`config.mk`:
```
export PLATFORM = sky130hd
export DESIGN_NAME = resp_command_deframer_flat
export DESIGN_NICKNAME = d
export VERILOG_FILES = /design/src/rcd_pkg.sv /design/src/rcd_ifs.sv /design/src/rcd_parser.sv /design/src/rcd_out_fifo.sv /design/src/resp_command_deframer.sv /design/src/flat_wrapper.sv
export SDC_FILE = /design/constraint.sdc
export NUM_CORES = 1
export LEC_CHECK = 0
export ABC_AREA = 1
export BUFFER_PORTS_ARGS = -buffer_cell sky130_fd_sc_hd__buf_2
export CORE_MARGIN = 2
export CORE_UTILIZATION = 35
export CTS_BUF_LIST = sky130_fd_sc_hd__clkbuf_16
export CTS_CLUSTER_DIAMETER = 50
export DETAILED_ROUTE_END_ITERATION = 10
export PLACE_DENSITY_LB_ADDON = 0.2
export SETUP_SLACK_MARGIN = 0.5
export SYNTH_ARGS = -nofsm -noshare
export SYNTH_HDL_FRONTEND = slang
export SYNTH_SLANG_ARGS = --single-unit
export TNS_END_PERCENT = 30
```
`constraint.sdc`:
```
create_clock -name clk -period 8.7 [get_ports clk]
set_input_delay 2.175 -clock clk [delete_from_list [all_inputs] [get_ports clk]]
set_output_delay 2.175 -clock clk [all_outputs]
set_load 0.02 [all_outputs]
```
`src/rcd_pkg.sv`:
```
package rcd_pkg;

	localparam int MAX_ARGS_DEF    = 16;
	localparam int LENGTH_BITS_DEF = 32;
	localparam int CFG_IDX_W       = 1;
	localparam int CFG_DATA_W      = 32;
	localparam int FIFO_DEPTH      = 4;

	localparam logic [4:0]  MAX_ARG_COUNT_RST   = 5'd16;
	localparam logic [31:0] MAX_BULK_LENGTH_RST = 32'd536870912;

	localparam logic [CFG_IDX_W-1:0] CFG_MAX_ARG_COUNT   = 1'd0;
	localparam logic [CFG_IDX_W-1:0] CFG_MAX_BULK_LENGTH = 1'd1;

	localparam logic [7:0] CH_STAR   = 8'h2A;
	localparam logic [7:0] CH_DOLLAR = 8'h24;
	localparam logic [7:0] CH_CR     = 8'h0D;
	localparam logic [7:0] CH_LF     = 8'h0A;
	localparam logic [7:0] CH_SPACE  = 8'h20;
	localparam logic [7:0] CH_MINUS  = 8'h2D;
	localparam logic [7:0] CH_0      = 8'h30;
	localparam logic [7:0] CH_9      = 8'h39;

	typedef enum logic [1:0] {
		ERR_NONE      = 2'd0,
		ERR_NO_DOLLAR = 2'd1,
		ERR_BAD_NUM   = 2'd2,
		ERR_TOO_MANY  = 2'd3
	} rcd_err_t;

	typedef enum logic [12:0] {
		PH_IDLE      = 13'b0000000000001,
		PH_INLINE    = 13'b0000000000010,
		PH_CNT_START = 13'b0000000000100,
		PH_CNT_NEG   = 13'b0000000001000,
		PH_CNT_DIG   = 13'b0000000010000,
		PH_CNT_LF    = 13'b0000000100000,
		PH_HDR       = 13'b0000001000000,
		PH_LEN_START = 13'b0000010000000,
		PH_LEN_DIG   = 13'b0000100000000,
		PH_LEN_LF    = 13'b0001000000000,
		PH_DATA      = 13'b0010000000000,
		PH_SKIP      = 13'b0100000000000,
		PH_DISCARD   = 13'b1000000000000
	} rcd_phase_t;

	typedef struct packed {
		logic [7:0] arg_byte;
		logic       byte_valid;
		logic       arg_end;
		logic       command_end;
		logic [3:0] arg_position;
		logic [1:0] error_code;
		logic       last_of_run;
	} rcd_res_t;

	// up to two results per parsed byte
	typedef struct packed {
		logic [1:0] cnt;
		rcd_res_t   r1;
		rcd_res_t   r0;
	} rcd_push_t;

	function automatic rcd_res_t mk_res(input logic [7:0] b, input logic v, input logic ae,
			input logic ce, input logic [3:0] pos, input rcd_err_t err);
		rcd_res_t r;
		r.arg_byte     = b;
		r.byte_valid   = v;
		r.arg_end      = ae;
		r.command_end  = ce;
		r.arg_position = pos;
		r.error_code   = err;
		r.last_of_run  = 1'b0;
		return r;
	endfunction

endpackage

```
`src/rcd_ifs.sv`:
```
interface rcd_byte_if;
	logic       valid;
	logic       ready;
	logic [7:0] data_byte;

	modport source (output valid, output data_byte, input ready);
	modport sink (input valid, input data_byte, output ready);
endinterface

interface rcd_res_if;
	logic       valid;
	logic       ready;
	logic [7:0] arg_byte;
	logic       byte_valid;
	logic       arg_end;
	logic       command_end;
	logic [3:0] arg_position;
	logic [1:0] error_code;
	logic       last_of_run;

	modport source (output valid, output arg_byte, output byte_valid, output arg_end,
		output command_end, output arg_position, output error_code, output last_of_run,
		input ready);
	modport sink (input valid, input arg_byte, input byte_valid, input arg_end,
		input command_end, input arg_position, input error_code, input last_of_run,
		output ready);
endinterface

```
`src/rcd_parser.sv`:
```
module rcd_parser
	import rcd_pkg::*;
#(
	parameter int MAX_ARGS    = MAX_ARGS_DEF,
	parameter int LENGTH_BITS = LENGTH_BITS_DEF
) (
	input  logic                  clk,
	input  logic                  arst_n,
	rcd_byte_if.sink              data_in,
	input  logic                  cfg_we,
	input  logic [CFG_IDX_W-1:0]  cfg_index,
	input  logic [CFG_DATA_W-1:0] cfg_wdata,
	input  logic                  room,
	output rcd_push_t             push
);

	localparam int CW = $clog2(MAX_ARGS + 1);
	localparam logic [35:0] LEN_MAX = 36'((64'd1 << LENGTH_BITS) - 64'd1);

	logic [7:0]  max_arg_count_q;
	logic [31:0] max_bulk_length_q;

	logic       v_s1;
	logic [7:0] byte_s1;
	logic       fire;

	rcd_phase_t             phase_q;
	logic [31:0]            num_q;
	logic [CW-1:0]          args_q;
	logic [CW-1:0]          cnt_q;
	logic [LENGTH_BITS-1:0] bytes_q;
	logic                   hcr_q, tok_q, lht_q, neg_q;

	rcd_phase_t             ph;
	logic [31:0]            num;
	logic [CW-1:0]          args;
	logic [CW-1:0]          cnt;
	logic [LENGTH_BITS-1:0] bytes;
	logic                   hcr, tok, lht, neg;

	assign fire          = v_s1 & room;
	assign data_in.ready = ~v_s1 | fire;

	always_ff @(posedge clk or negedge arst_n) begin
		if (!arst_n) begin
			max_arg_count_q   <= {3'd0, MAX_ARG_COUNT_RST};
			max_bulk_length_q <= MAX_BULK_LENGTH_RST;
		end else if (cfg_we) begin
			if (cfg_index == CFG_MAX_ARG_COUNT)
				max_arg_count_q <= {3'd0, cfg_wdata[4:0]};
			if (cfg_index == CFG_MAX_BULK_LENGTH)
				max_bulk_length_q <= cfg_wdata[31:0];
		end
	end

	always_ff @(posedge clk or negedge arst_n) begin
		if (!arst_n) begin
			v_s1 <= 1'b0;
		end else if (data_in.valid && data_in.ready) begin
			v_s1 <= 1'b1;
		end else if (fire) begin
			v_s1 <= 1'b0;
		end
	end

	always_ff @(posedge clk) begin
		if (data_in.valid && data_in.ready)
			byte_s1 <= data_in.data_byte;
	end

	logic [31:0] lim;
	logic        is_dig;
	logic [35:0] acc10;

	always_comb begin
		lim    = (32'(max_arg_count_q) < 32'(MAX_ARGS)) ? 32'(max_arg_count_q) : 32'(MAX_ARGS);
		is_dig = (byte_s1 >= CH_0) && (byte_s1 <= CH_9);
		acc10  = 36'(num_q) * 36'd10 + 36'(byte_s1 - CH_0);
	end

	rcd_res_t   rs [2];
	logic [1:0] n;
	logic       failing;
	rcd_err_t   fcode;
	logic       run_inline;
	logic       done;

	always_comb begin
		ph = phase_q; num = num_q; args = args_q; cnt = cnt_q; bytes = bytes_q;
		hcr = hcr_q; tok = tok_q; lht = lht_q; neg = neg_q;
		rs[0] = mk_res(8'd0, 1'b0, 1'b0, 1'b0, 4'd0, ERR_NONE);
		rs[1] = rs[0];
		n = 2'd0;
		failing = 1'b0;
		fcode = ERR_NONE;
		run_inline = 1'b0;
		done = 1'b0;

		unique case (phase_q) inside
			PH_IDLE: begin
				if (byte_s1 == CH_STAR) begin
					num = '0;
					neg = 1'b0;
					ph = PH_CNT_START;
				end else begin
					cnt = '0; tok = 1'b0; lht = 1'b0; hcr = 1'b0;
					ph = PH_INLINE;
					run_inline = 1'b1;
				end
			end
			PH_INLINE: run_inline = 1'b1;
			PH_CNT_START, PH_CNT_NEG, PH_CNT_DIG: begin
				if (phase_q == PH_CNT_START && byte_s1 == CH_MINUS) begin
					neg = 1'b1;
					ph = PH_CNT_NEG;
				end else if (is_dig) begin
					// count saturates at all ones
					num = (acc10[35:32] != 4'd0) ? 32'hFFFF_FFFF : acc10[31:0];
					ph = PH_CNT_DIG;
				end else if (phase_q == PH_CNT_DIG && byte_s1 == CH_CR) begin
					ph = PH_CNT_LF;
				end else begin
					failing = 1'b1; fcode = ERR_BAD_NUM;
				end
			end
			PH_CNT_LF: begin
				if (byte_s1 != CH_LF) begin
					failing = 1'b1; fcode = ERR_BAD_NUM;
				end else if (neg_q || num_q == 32'd0) begin
					neg = 1'b0; num = '0; ph = PH_IDLE;
				end else if (num_q > lim) begin
					failing = 1'b1; fcode = ERR_TOO_MANY;
				end else begin
					args = CW'(num_q);
					cnt = '0;
					num = '0;
					ph = PH_HDR;
				end
			end
			PH_HDR: begin
				if (byte_s1 == CH_DOLLAR) begin
					num = '0; ph = PH_LEN_START;
				end else begin
					failing = 1'b1; fcode = ERR_NO_DOLLAR;
				end
			end
			PH_LEN_START, PH_LEN_DIG: begin
				if (is_dig) begin
					if (acc10 > LEN_MAX || acc10 > {4'd0, max_bulk_length_q}) begin
						failing = 1'b1; fcode = ERR_BAD_NUM;
					end else begin
						num = acc10[31:0];
						ph = PH_LEN_DIG;
					end
				end else if (phase_q == PH_LEN_DIG && byte_s1 == CH_CR) begin
					ph = PH_LEN_LF;
				end else begin
					failing = 1'b1; fcode = ERR_BAD_NUM;
				end
			end
			PH_LEN_LF: begin
				if (byte_s1 != CH_LF) begin
					failing = 1'b1; fcode = ERR_BAD_NUM;
				end else begin
					if (num_q == 32'd0) begin
						rs[0] = mk_res(8'd0, 1'b0, 1'b1, 1'b0, 4'(cnt_q), ERR_NONE);
						n = 2'd1;
						bytes = LENGTH_BITS'(2);
						ph = PH_SKIP;
					end else begin
						bytes = num_q[LENGTH_BITS-1:0];
						ph = PH_DATA;
					end
					num = '0;
				end
			end
			PH_DATA: begin
				rs[0] = mk_res(byte_s1, 1'b1, bytes_q <= LENGTH_BITS'(1), 1'b0, 4'(cnt_q),
					ERR_NONE);
				n = 2'd1;
				if (bytes_q <= LENGTH_BITS'(1)) begin
					bytes = LENGTH_BITS'(2);
					ph = PH_SKIP;
				end else begin
					bytes = bytes_q - LENGTH_BITS'(1);
				end
			end
			PH_SKIP: begin
				if (bytes_q > LENGTH_BITS'(1)) begin
					bytes = bytes_q - LENGTH_BITS'(1);
				end else begin
					bytes = '0;
					if (args_q <= CW'(1)) begin
						rs[0] = mk_res(8'd0, 1'b0, 1'b0, 1'b1, 4'(cnt_q), ERR_NONE);
						n = 2'd1;
						args = '0; cnt = '0; ph = PH_IDLE;
					end else begin
						args = args_q - CW'(1);
						cnt = cnt_q + CW'(1);
						ph = PH_HDR;
					end
				end
			end
			PH_DISCARD: begin
				if (byte_s1 == CH_LF)
					ph = PH_IDLE;
			end
			default: ph = PH_IDLE;
		endcase

		if (run_inline) begin
			// a held cr is resolved by the byte after it
			if (hcr) begin
				hcr = 1'b0;
				if (byte_s1 == CH_LF) begin
					if (tok) begin
						rs[0] = mk_res(8'd0, 1'b0, 1'b1, 1'b1, 4'(cnt), ERR_NONE);
						n = 2'd1;
					end else if (lht) begin
						rs[0] = mk_res(8'd0, 1'b0, 1'b0, 1'b1,
							4'((cnt != '0) ? cnt - CW'(1) : cnt), ERR_NONE);
						n = 2'd1;
					end
					tok = 1'b0; lht = 1'b0; cnt = '0;
					ph = PH_IDLE;
					done = 1'b1;
				end else if (!tok && 32'(cnt) >= lim) begin
					failing = 1'b1; fcode = ERR_TOO_MANY;
					done = 1'b1;
				end else begin
					tok = 1'b1; lht = 1'b1;
					rs[0] = mk_res(CH_CR, 1'b1, byte_s1 == CH_SPACE, 1'b0, 4'(cnt), ERR_NONE);
					n = 2'd1;
					if (byte_s1 == CH_SPACE) begin
						tok = 1'b0;
						cnt = cnt + CW'(1);
						done = 1'b1;
					end
				end
			end
			if (!done) begin
				if (byte_s1 == CH_CR) begin
					hcr = 1'b1;
				end else if (byte_s1 == CH_SPACE) begin
					if (tok) begin
						rs[n[0]] = mk_res(8'd0, 1'b0, 1'b1, 1'b0, 4'(cnt), ERR_NONE);
						n = n + 2'd1;
						tok = 1'b0;
						cnt = cnt + CW'(1);
					end
				end else if (!tok && 32'(cnt) >= lim) begin
					failing = 1'b1; fcode = ERR_TOO_MANY;
				end else begin
					tok = 1'b1; lht = 1'b1;
					rs[n[0]] = mk_res(byte_s1, 1'b1, 1'b0, 1'b0, 4'(cnt), ERR_NONE);
					n = n + 2'd1;
				end
			end
		end

		if (failing) begin
			rs[n[0]] = mk_res(8'd0, 1'b0, 1'b0, 1'b0, 4'(cnt), fcode);
			n = n + 2'd1;
			hcr = 1'b0; tok = 1'b0; lht = 1'b0; neg = 1'b0;
			args = '0; cnt = '0; num = '0; bytes = '0;
			ph = (byte_s1 == CH_LF) ? PH_IDLE : PH_DISCARD;
		end

		if (n != 2'd0)
			rs[n[1]].last_of_run = 1'b1;
	end

	always_ff @(posedge clk or negedge arst_n) begin
		if (!arst_n) begin
			phase_q <= PH_IDLE;
			num_q   <= '0;
			args_q  <= '0;
			cnt_q   <= '0;
			bytes_q <= '0;
			hcr_q   <= 1'b0;
			tok_q   <= 1'b0;
			lht_q   <= 1'b0;
			neg_q   <= 1'b0;
		end else if (fire) begin
			phase_q <= ph;
			num_q   <= num;
			args_q  <= args;
			cnt_q   <= cnt;
			bytes_q <= bytes;
			hcr_q   <= hcr;
			tok_q   <= tok;
			lht_q   <= lht;
			neg_q   <= neg;
		end
	end

	assign push.cnt = fire ? n : 2'd0;
	assign push.r0  = rs[0];
	assign push.r1  = rs[1];

endmodule

```
`src/rcd_out_fifo.sv`:
```
module rcd_out_fifo
	import rcd_pkg::*;
(
	input  logic      clk,
	input  logic      arst_n,
	input  rcd_push_t push,
	output logic      room,
	rcd_res_if.source res_out
);

	localparam int PW = $clog2(FIFO_DEPTH);

	rcd_res_t      mem_q [FIFO_DEPTH];
	logic [PW-1:0] wr_q, rd_q;
	logic [PW:0]   cnt_q;
	logic          pop;
	rcd_res_t      head;

	assign pop  = res_out.valid & res_out.ready;
	// room for two results, whatever leaves this cycle
	assign room = cnt_q <= (PW+1)'(FIFO_DEPTH - 2);

	always_ff @(posedge clk) begin
		if (push.cnt != 2'd0)
			mem_q[wr_q] <= push.r0;
		if (push.cnt == 2'd2)
			mem_q[wr_q + PW'(1)] <= push.r1;
	end

	always_ff @(posedge clk or negedge arst_n) begin
		if (!arst_n) begin
			wr_q  <= '0;
			rd_q  <= '0;
			cnt_q <= '0;
		end else begin
			wr_q  <= wr_q + PW'(push.cnt);
			rd_q  <= rd_q + PW'(pop);
			cnt_q <= cnt_q + (PW+1)'(push.cnt) - (PW+1)'(pop);
		end
	end

	assign head                 = mem_q[rd_q];
	assign res_out.valid        = cnt_q != '0;
	assign res_out.arg_byte     = head.arg_byte;
	assign res_out.byte_valid   = head.byte_valid;
	assign res_out.arg_end      = head.arg_end;
	assign res_out.command_end  = head.command_end;
	assign res_out.arg_position = head.arg_position;
	assign res_out.error_code   = head.error_code;
	assign res_out.last_of_run  = head.last_of_run;

endmodule

```
`src/resp_command_deframer.sv`:
```
// Request deframer for a client byte stream: RESP arrays of bulk strings and
// inline space-separated lines are cut into argument bytes with their index,
// argument-end and command-end marks, and error codes on malformed input.
// data_in: one byte per beat, valid/ready. res_out: one result per beat;
// a byte gives zero, one or two results, last_of_run marks its final one.
// cfg_we/cfg_index/cfg_wdata write max_arg_count (0) and max_bulk_length (1);
// write them only while the parser is idle.
// Throughput: one input byte per cycle as long as the result side keeps up;
// the per-byte work is one state update and one times-ten accumulate between
// the input register and a four-entry result queue.
// Each accepted byte is held in the input register and parsed from there; its
// results are then written into the queue that drives res_out.
// A byte giving two results takes two output beats; the queue absorbs this,
// and input stalls only while the queue has fewer than two free entries.
// When the receiver stalls, results wait in the queue and then data_in.ready
// falls; nothing is dropped.
// Reset clears the parser to idle, empties the queue and loads the register
// defaults (16 arguments, bulk length 2^29).
module resp_command_deframer
	import rcd_pkg::*;
#(
	parameter int MAX_ARGS    = MAX_ARGS_DEF,
	parameter int LENGTH_BITS = LENGTH_BITS_DEF
) (
	input  logic                  clk,
	input  logic                  arst_n,
	rcd_byte_if.sink              data_in,
	rcd_res_if.source             res_out,
	input  logic                  cfg_we,
	input  logic [CFG_IDX_W-1:0]  cfg_index,
	input  logic [CFG_DATA_W-1:0] cfg_wdata
);

	rcd_push_t push;
	logic      room;

	rcd_parser #(
		.MAX_ARGS    (MAX_ARGS),
		.LENGTH_BITS (LENGTH_BITS)
	) u_parser (
		.clk       (clk),
		.arst_n    (arst_n),
		.data_in   (data_in),
		.cfg_we    (cfg_we),
		.cfg_index (cfg_index),
		.cfg_wdata (cfg_wdata),
		.room      (room),
		.push      (push)
	);

	rcd_out_fifo u_out_fifo (
		.clk     (clk),
		.arst_n  (arst_n),
		.push    (push),
		.room    (room),
		.res_out (res_out)
	);

endmodule
```
`src/flat_wrapper.sv`:
```
// flat-port wrapper written by rule: the top's interface ports become plain ports
module resp_command_deframer_flat import rcd_pkg::*;
#(
	parameter int MAX_ARGS    = MAX_ARGS_DEF,
	parameter int LENGTH_BITS = LENGTH_BITS_DEF
)
  (clk, arst_n, cfg_we, cfg_index, cfg_wdata, data_in_valid, data_in_data_byte, data_in_ready, res_out_valid, res_out_arg_byte, res_out_byte_valid, res_out_arg_end, res_out_command_end, res_out_arg_position, res_out_error_code, res_out_last_of_run, res_out_ready);
  rcd_byte_if data_in_i ();
  rcd_res_if res_out_i ();
  input  logic clk;
  input  logic arst_n;
  input  logic cfg_we;
  input  logic [CFG_IDX_W-1:0] cfg_index;
  input  logic [CFG_DATA_W-1:0] cfg_wdata;
  input wire logic [$bits(data_in_i.valid)-1:0] data_in_valid;
  input wire logic [$bits(data_in_i.data_byte)-1:0] data_in_data_byte;
  output wire logic [$bits(data_in_i.ready)-1:0] data_in_ready;
  output wire logic [$bits(res_out_i.valid)-1:0] res_out_valid;
  output wire logic [$bits(res_out_i.arg_byte)-1:0] res_out_arg_byte;
  output wire logic [$bits(res_out_i.byte_valid)-1:0] res_out_byte_valid;
  output wire logic [$bits(res_out_i.arg_end)-1:0] res_out_arg_end;
  output wire logic [$bits(res_out_i.command_end)-1:0] res_out_command_end;
  output wire logic [$bits(res_out_i.arg_position)-1:0] res_out_arg_position;
  output wire logic [$bits(res_out_i.error_code)-1:0] res_out_error_code;
  output wire logic [$bits(res_out_i.last_of_run)-1:0] res_out_last_of_run;
  input wire logic [$bits(res_out_i.ready)-1:0] res_out_ready;
  assign data_in_i.valid = data_in_valid;
  assign data_in_i.data_byte = data_in_data_byte;
  assign data_in_ready = data_in_i.ready;
  assign res_out_valid = res_out_i.valid;
  assign res_out_arg_byte = res_out_i.arg_byte;
  assign res_out_byte_valid = res_out_i.byte_valid;
  assign res_out_arg_end = res_out_i.arg_end;
  assign res_out_command_end = res_out_i.command_end;
  assign res_out_arg_position = res_out_i.arg_position;
  assign res_out_error_code = res_out_i.error_code;
  assign res_out_last_of_run = res_out_i.last_of_run;
  assign res_out_i.ready = res_out_ready;
  resp_command_deframer #(.MAX_ARGS(MAX_ARGS), .LENGTH_BITS(LENGTH_BITS)) u_core (.clk(clk), .arst_n(arst_n), .data_in(data_in_i), .res_out(res_out_i), .cfg_we(cfg_we), .cfg_index(cfg_index), .cfg_wdata(cfg_wdata));
endmodule
```
==> results of run 1 <==
==> cells by family after synthesis <==
logic type | share of synthesized area, %
compound gates | 16.8
xor+xnor | 3.98
fa+ha+maj | 11.3
buf+inv | 8.74
flops | 31.8
simple gates | 27.3
==> cells in the mapped netlist, types with 3 or more instances <==
| master | count |
|---|---|
| nand4_4 | 5 |
| xnor2_1 | 29 |
| xor2_1 | 54 |
| o21bai_1 | 12 |
| o21a_1 | 5 |
| edfxtp_1 | 80 |
| nand3_1 | 128 |
| a22oi_1 | 5 |
| buf_2 | 10 |
| o21ai_1 | 67 |
| nand2_2 | 12 |
| o221ai_1 | 3 |
| o211ai_1 | 4 |
| a21boi_0 | 4 |
| o21ai_0 | 171 |
| buf_4 | 4 |
| a32oi_1 | 7 |
| o22ai_1 | 56 |
| nand3_2 | 8 |
| nor2_2 | 12 |
| nand3b_1 | 3 |
| o2111ai_1 | 8 |
| fa_1 | 3 |
| nand2_1 | 606 |
| nor3_1 | 41 |
| nand2_4 | 5 |
| nor4_1 | 10 |
| a31oi_1 | 16 |
| nor2_4 | 6 |
| dfrtp_1 | 133 |
| o31ai_1 | 5 |
| a21o_1 | 4 |
| nand4_1 | 27 |
| nor2_1 | 272 |
| inv_2 | 21 |
| inv_1 | 310 |
| clkinv_1 | 4 |
| a21oi_1 | 173 |
| dfstp_2 | 3 |
| ha_1 | 161 |
| buf_6 | 9 |
| clkbuf_1 | 34 |
==> worst reg2reg max path, delay by kind of cell, from the launching register on <==
kind	cells	cell delay, ns
adders and majority gates	7	2.31
AOI/OAI and AO/OA	12	2.13
and+or+nand+nor	15	1.92
DFF	1	0.49
xor gates and xnor gates	3	0.46
buffers and inverters	2	0.11
==> repair_timing <==
item,4_1_cts,5_1_grt
resized for setup,0,16
hold endpoints to repair,0,0
endpoints found under the setup margin,0,202
setup buffers,0,8
==> report_power, final <==
group | total (mW) | internal [mW] | switching (mW)
clock network | 1.51 | 0.889 | 0.618
registers | 1.41 | 1.25 | 0.154
logic | 4.63 | 1.51 | 3.12
==> per-layer routing <==
metal | share of wire, % | vias up | track usage, %
met5 | 0 | - | 0
met4 | 3.9 | 0 | 9.08
met3 | 4.4 | 129 | 2.94
met2 | 48 | 448 | 38.0
met1 | 44 | 8272 | 28.1
li1 | - | 8743 | -
==> worst paths after layout <==
check	start	end	slack, ns	cells after the start
setup / recovery	u_core.u_parser.num_q[1]	u_core.u_out_fifo.cnt_q[2]	1.12	39
setup reg to reg	u_core.u_parser.num_q[1]	u_core.u_out_fifo.cnt_q[2]	1.12	39
min in group asynchronous	arst_n	u_core.u_parser.max_bulk_length_q[27]	1.62	1
hold / removal	u_core.u_parser.max_bulk_length_q[2]	u_core.u_parser.max_bulk_length_q[2]	0.49	2
max in group asynchronous	arst_n	u_core.u_parser.num_q[1]	5.65	2
hold reg to reg	u_core.u_parser.max_bulk_length_q[2]	u_core.u_parser.max_bulk_length_q[2]	0.49	2
==> layout make-up <==
class / instances / area [um^2]
multi-input cells: 1947 / 11000
inverters: 336 / 1260
fillers: 5462 / 30800
flip-flops and latches: 216 / 5810
clock buffers: 38 / 951
well taps: 680 / 851
clock inverters: 32 / 329
repair buffers: 94 / 568
==> stage by stage <==
step                      area, um^2  power, mW  utilization, %  setup slack (ns)
after floorplan                18300       4.66               -              2.14
after global placement         19300       5.95            37.5             0.879
after detailed placement       19300       5.96            37.5             0.670
after CTS                      20600       7.51            40.0             0.625
after global routing           20700       8.23            40.2             0.542
final                          20700       7.54            40.2              1.12
==> placed cells by master, fill, tap and decap left out, types with 6 or more instances in the layout <==
cell type and n:
dfrtp_1 132, clkinv_1 7, buf_6 6, a21oi_1 172, xor2_1 54, inv_1 313
o21bai_1 12, o2111ai_1 8, buf_2 64, nand2_1 604, nand2_4 6, o21ai_1 66
o21ai_0 169, nand3_1 127, nand2_2 13, xnor2_1 28, buf_4 24, nor3_1 41
ha_1 161, nand3_2 9, clkbuf_16 38, a32oi_1 7, edfxtp_1 80, nand4_1 27
nor2_2 13, inv_2 21, a31oi_1 16, nor4_1 10, nor2_4 6, nor2_1 271
o22ai_1 56
==> sequential cells by signal (all words and copies together), names as in the netlist, 3 cells and up <==
signal / count
u_core.u_parser.cnt_q: 5
u_core.u_out_fifo.cnt_q: 3
u_core.u_parser.max_arg_count_q: 5
u_core.u_parser.phase_q: 13
u_core.u_out_fifo.mem_q: 72
u_core.u_parser.num_q: 32
u_core.u_parser.bytes_q: 32
u_core.u_parser.max_bulk_length_q: 32
u_core.u_parser.byte_s1: 8
u_core.u_parser.args_q: 5
==> metrics.md, run 1 <==
| Metric | Value |
|---|---|
| Status | complete, no violations |
| Global placement routability congestion | 0.936 |
| Critical path class | flip-flop to flip-flop |
| Share of cells above drive strength 1 | 9.58% |
| Vias in the first global route | 17300 |
| Dominant cell type by area after synthesis | dfrtp_1 |
| TritonCTS clock tree | yes |
| CP startpoint kind | flip-flop |
| Top area cells in the synthesized netlist | dfrtp_1, edfxtp_1, nand2_1 |
| DIE HEIGHT | 233 um |
| Share of the clock period used by the worst path | between 80% and 90% |
| Setup TNS | 0 ns |
| Post-synth EDFFs | 80 |
| Vias per inst | 5.26 |
| Global route total overflow | 0 |
| DPL Wire Length | approximately 47 mm |
| Syn Area/Cell | 7.15 um^2 |
| Final #Nets | 2843 |
| Netlist cell types | 61 |
| Antenna Cells | 0 |
| Number of remaining DRC errors | 0 |
| CTS Buf Count | 38 |
| Synthesis-stage register bit count | 216 |
| Post-Syn Area | 0.0183 mm^2 |
| Cts hold-fix bufs | 0 |
| Final WL | between 60 and 70 mm |
| Pin count of the biggest net entering global routing | 72 |
| CP top delay family | adder cells |
| Vias | 17600 |
| Clock latency on the worst-skew pair | roughly 0.59 ns |
| Worst path required time | 9.16 ns |
| Slowest cell on crit path | dfrtp_2 |
| Max-cap violations | 0 |
| Tmin final | 7.58 ns |
| Smallest hold slack | 0.485 ns |
| Final Hold Fails | 0 |
| Setup Viol. Count Final | 0 |
| Syn Nets | 2765 |
| IO Port Bufs | 65 |
| Total of warnings raised by yosys | 0 |
| Initial core utilization | 35.5% |
| Layout area overhead | 13.4% |
| DRT antenna net count | 0 |
| Root Driver | clkbuf_16 |
| Yosys top cell area share | 18.2% |
| Async set or reset register ratio after synthesis | 63.0% |
| Wire per inst | between 15 and 20 um |
| First DRT Iteration DRCs | approximately 1300 |
| Boundary Pins | 66 |
| Synth Instances | 2555 |
| Die area | 0.0541 mm^2 |
| DRT Pass-1 Iters | 5 |
| Setup crit end kind | flip-flop |
| Peak supply drop | between 0.3 and 0.4 mV |
| Pwr Density | 364 mW/mm^2 |
| Core area | about 0.05 mm^2 |
| Hold Path Class | flip-flop to flip-flop |
| Slew Limit Fails | 0 |
| Antenna violations before repair | 0 |
| Largest stage delay, worst path | 0.49 ns |
| Post-synthesis sequential area ratio | 31.8% |
| Reg clk slew, reported paths | 0.06 ns |
| CTS Buffer Depth | 3 |
| Placed instance count | 3262 |
| Final cell count without fillers | ~3300 |
| Die boundary width | approximately 230 um |
| Critical Path AT | 8.04 ns |
| H-tree Lvls | 2 |
| Clock sinks | around 220 |
| Rows | 83 |
| Bufs and invs on worst path | 2 |
| Predominant post-synthesis flop cell | dfrtp_1 |
| Crit-path most repeated cell | nand2_1 |
| First-pass GRT wire length | 94.8 mm |
| Static leakage | 10.4 nW |
| Actual slew at the worst max-slew pin | 1.08 ns |
| Total global-route track usage | 22.2% |
| Slew margin rel. | around 28% |
| RSZ-0062 raised after global routing | no |
| Critical Path Fanout Max | 13 |
| Fmax | 0.132 GHz |
| Layout Skew | 0.0437 ns |
Note: power is estimated with default switching activity, not from simulation.
==> run 2, diff against run 1 <==
CORE_UTILIZATION = 32   (was 35)
==> run 2 against run 1 <==
Sequential share of layout area rose by 0.33 points. Largest cell class unchanged. Global-route usage decreased by 2.4 points. Combinational power fell by 0.9%. Highest routed layer unchanged. Cell count rose by 1.9%. Largest power group unchanged.
==> metrics.md, run 2 (synthesis results as in run 1) <==
| Metric | Value |
|---|---|
| Status | complete, no violations |
| Antenna violations before repair | 0 (unchanged) |
| Setup crit end kind | flip-flop |
| Bufs and invs on worst path | 3 (+1) |
| TritonCTS clock tree | yes |
| Worst hold path depth | 2 (unchanged) |
| Die area | 0.0590 mm^2 (+9.2%) |
| Wire per inst | 17.6 um (-2.0%) |
| Peak supply drop | 0.380 mV (+12%) |
| Antenna Cells | 0 (unchanged) |
| Largest register FFs | 72 (unchanged) |
| Static leakage | 10.2 nW (-1.5%) |
| Pwr Density | 351 mW/mm^2 (-3.5%) |
| Net Switching | 3.77 mW (-3.1%) |
| Clock sinks | 216 (unchanged) |
| DPL Wire Length | 46.2 mm (-0.95%) |
| Placed inst area | 0.0194 mm^2 (+0.75%) |
| Slew margin rel. | 12.9% (-15 points) |
| Rows | 87 (+4.8%) |
| DRT Pass-1 Iters | 5 (unchanged) |
| Global route hottest layer | met2 |
| Layout Skew | 0.0286 ns (-0.0151 ns) |
| Total global-route track usage | 19.8% (-2.4 points) |
| Tmin final | 7.51 ns (-0.0673 ns) |
| CP Depth | 42 (+7.7%) |
| Layout area overhead | 12.1% |
| Final Hold Fails | 0 (unchanged) |
| Commonest non-fill, non-tap cell in the layout | nand2_1 |
| Critical path class | flip-flop to flip-flop |
| DIE HEIGHT | 243 um (+4.5%) |
| Worst path required time | 9.19 ns (+0.03 ns) |
| Number of remaining DRC errors | 0 (unchanged) |
| First DRT Iteration DRCs | 1001 (-20%) |
| Internal | 3.42 mW (-6.3%) |
| R2R cell count | 42 (+7.7%) |
| Commonest non-fill, non-tap cells in the layout | nand2_1, inv_1, nor2_1 |
| Critical Path Fanout Max | 8 (-5) |
| Total power | 7.19 mW (-4.6%) |
| IO Port Bufs | 65 (unchanged) |
| Share of cells above drive strength 1 | 8.83% (-0.75 points) |
| Reg clk slew, reported paths | 0.06 ns (about the same) |
| Largest stage delay, worst path | 0.48 ns (about the same) |
| Biggest register | u_core.u_out_fifo.mem_q |
| CP startpoint kind | flip-flop |
| CP top delay family | simple AND/OR/NAND/NOR gates |
| CTS Buffer Depth | 3 (unchanged) |
| RSZ-0062 raised after global routing | no |
| GR met3 Demand/Resource | 1.93% (-1.0 points) |
| CTS Buf Count | 31 (-18%) |
| Vias in the first global route | 16900 (-2.2%) |
| Max-cap violations | 0 (unchanged) |
| Core area | 0.0564 mm^2 (+9.5%) |
| Setup TNS | 0 ns (unchanged) |
| DRT antenna net count | 0 (unchanged) |
| First-pass GRT wire length | 94.3 mm (-0.46%) |
| Clock latency on the worst-skew pair | 0.60 ns (about the same) |
| Global route total overflow | 0 (unchanged) |
| Final #Nets | 2835 (-0.28%) |
| Gate power share | 63.8% (+2.5 points) |
| Die boundary width | 243 um (+4.5%) |
| Fmax | 0.133 GHz (+0.90%) |
| Share of power burned in the clock network | 16.5% (-3.5 points) |
| Vias | 17400 (-1.1%) |
| Final core utilization | 36.3% (-3.9 points) |
| Final WL | 60.0 mm (-0.17%) |
| Crit-path most repeated cell | nand2_1 |
| Actual slew at the worst max-slew pin | 1.31 ns (+0.227 ns) |
| Slowest cell on crit path | dfrtp_1 |
| Critical Path AT | 8.00 ns (-0.04 ns) |
| H-tree Lvls | 1 (-1) |
| GR Util met2 | 35.6% (-2.4 points) |
| Global placement routability congestion | 0.914 (-2.3%) |
| M1 GR Usage | 25.0% (-3.1 points) |
| Pin count of the biggest net entering global routing | 70 (-2.8%) |
| Vias per inst | 5.11 (-2.9%) |
| Cts hold-fix bufs | 0 (unchanged) |
| Root Driver | clkbuf_16 |
| Hold Path Class | flip-flop to flip-flop |
| Switching share of power | 52.5% (+0.86 points) |
| Slew Limit Fails | 0 (unchanged) |
| Seq pwr share | 19.7% (+1.0 points) |
| Design area | 0.0205 mm^2 (-1.2%) |
| Setup Viol. Count Final | 0 (unchanged) |
| Boundary Pins | 66 (unchanged) |
| Initial core utilization | 32.4% (-3.1 points) |
| Share of the clock period used by the worst path | 86.3% (-0.77 points) |
[run 2: power by group through the flow]
stage / clock network, mW / registers, mW / logic (mW)
after floorplan: 0 / 1.36 / 3.30
after global placement: 0 / 1.43 / 4.55
after detailed placement: 0 / 1.44 / 4.56
after CTS: 1.22 / 1.42 / 4.60
after global routing: 1.26 / 1.44 / 5.17
final: 1.19 / 1.42 / 4.59
[run 2: routing by layer]
metal / vias up / wire length (um)
li1: 8712 / -
met1: 8172 / 26300
met2: 418 / 29800
met3: 94 / 2270
met4: 0 / 1660
met5: - / 0
[run 2: final cells by class]
| class | instances | area [um^2] |
|---|---|---|
| Tap cell | 756 | 946 |
| Sequential cell | 216 | 5810 |
| Inverter | 336 | 1260 |
| Timing Repair Buffer | 95 | 577 |
| Fill cell | 6124 | 35900 |
| Multi-Input combinational cell | 1945 | 10900 |
| Clock buffer | 31 | 776 |
| Clock inverter | 27 | 185 |
[run 2: repair_timing]
item	CTS	global route
setup buffers	0	4
endpoints found under the setup margin	11	195
gates cloned	0	1
pin swaps	0	1
gates resized for setup	1	12
[run 2: path summary, 6_finish.rpt]
kind	end	startpoint	slack (ns)
min in group asynchronous	u_core.u_parser.bytes_q[27]	arst_n	1.60
setup / recovery	u_core.u_out_fifo.cnt_q[2]	u_core.u_parser.num_q[3]	1.19
setup reg to reg	u_core.u_out_fifo.cnt_q[2]	u_core.u_parser.num_q[3]	1.19
hold reg to reg	u_core.u_parser.max_bulk_length_q[3]	u_core.u_parser.max_bulk_length_q[3]	0.50
hold / removal	u_core.u_parser.max_bulk_length_q[3]	u_core.u_parser.max_bulk_length_q[3]	0.50
max in group asynchronous	u_core.u_parser.num_q[1]	arst_n	5.64
[run 2: per-stage QoR]
stage,worst slack [ns],hold slack (ns),std cells
after floorplan,2.14,0.453,2555
after global routing,0.529,0.525,3406
after detailed placement,0.382,0.480,3343
after CTS,0.582,0.494,3401
after global placement,0.643,0.474,3343
final,1.19,0.495,3406
[run 2: tightest hold or removal path, stage by stage (launching register included)]
cell and delay, ns:
dfrtp_1 0.35, nand2_1 0.05, o21ai_0 0.06
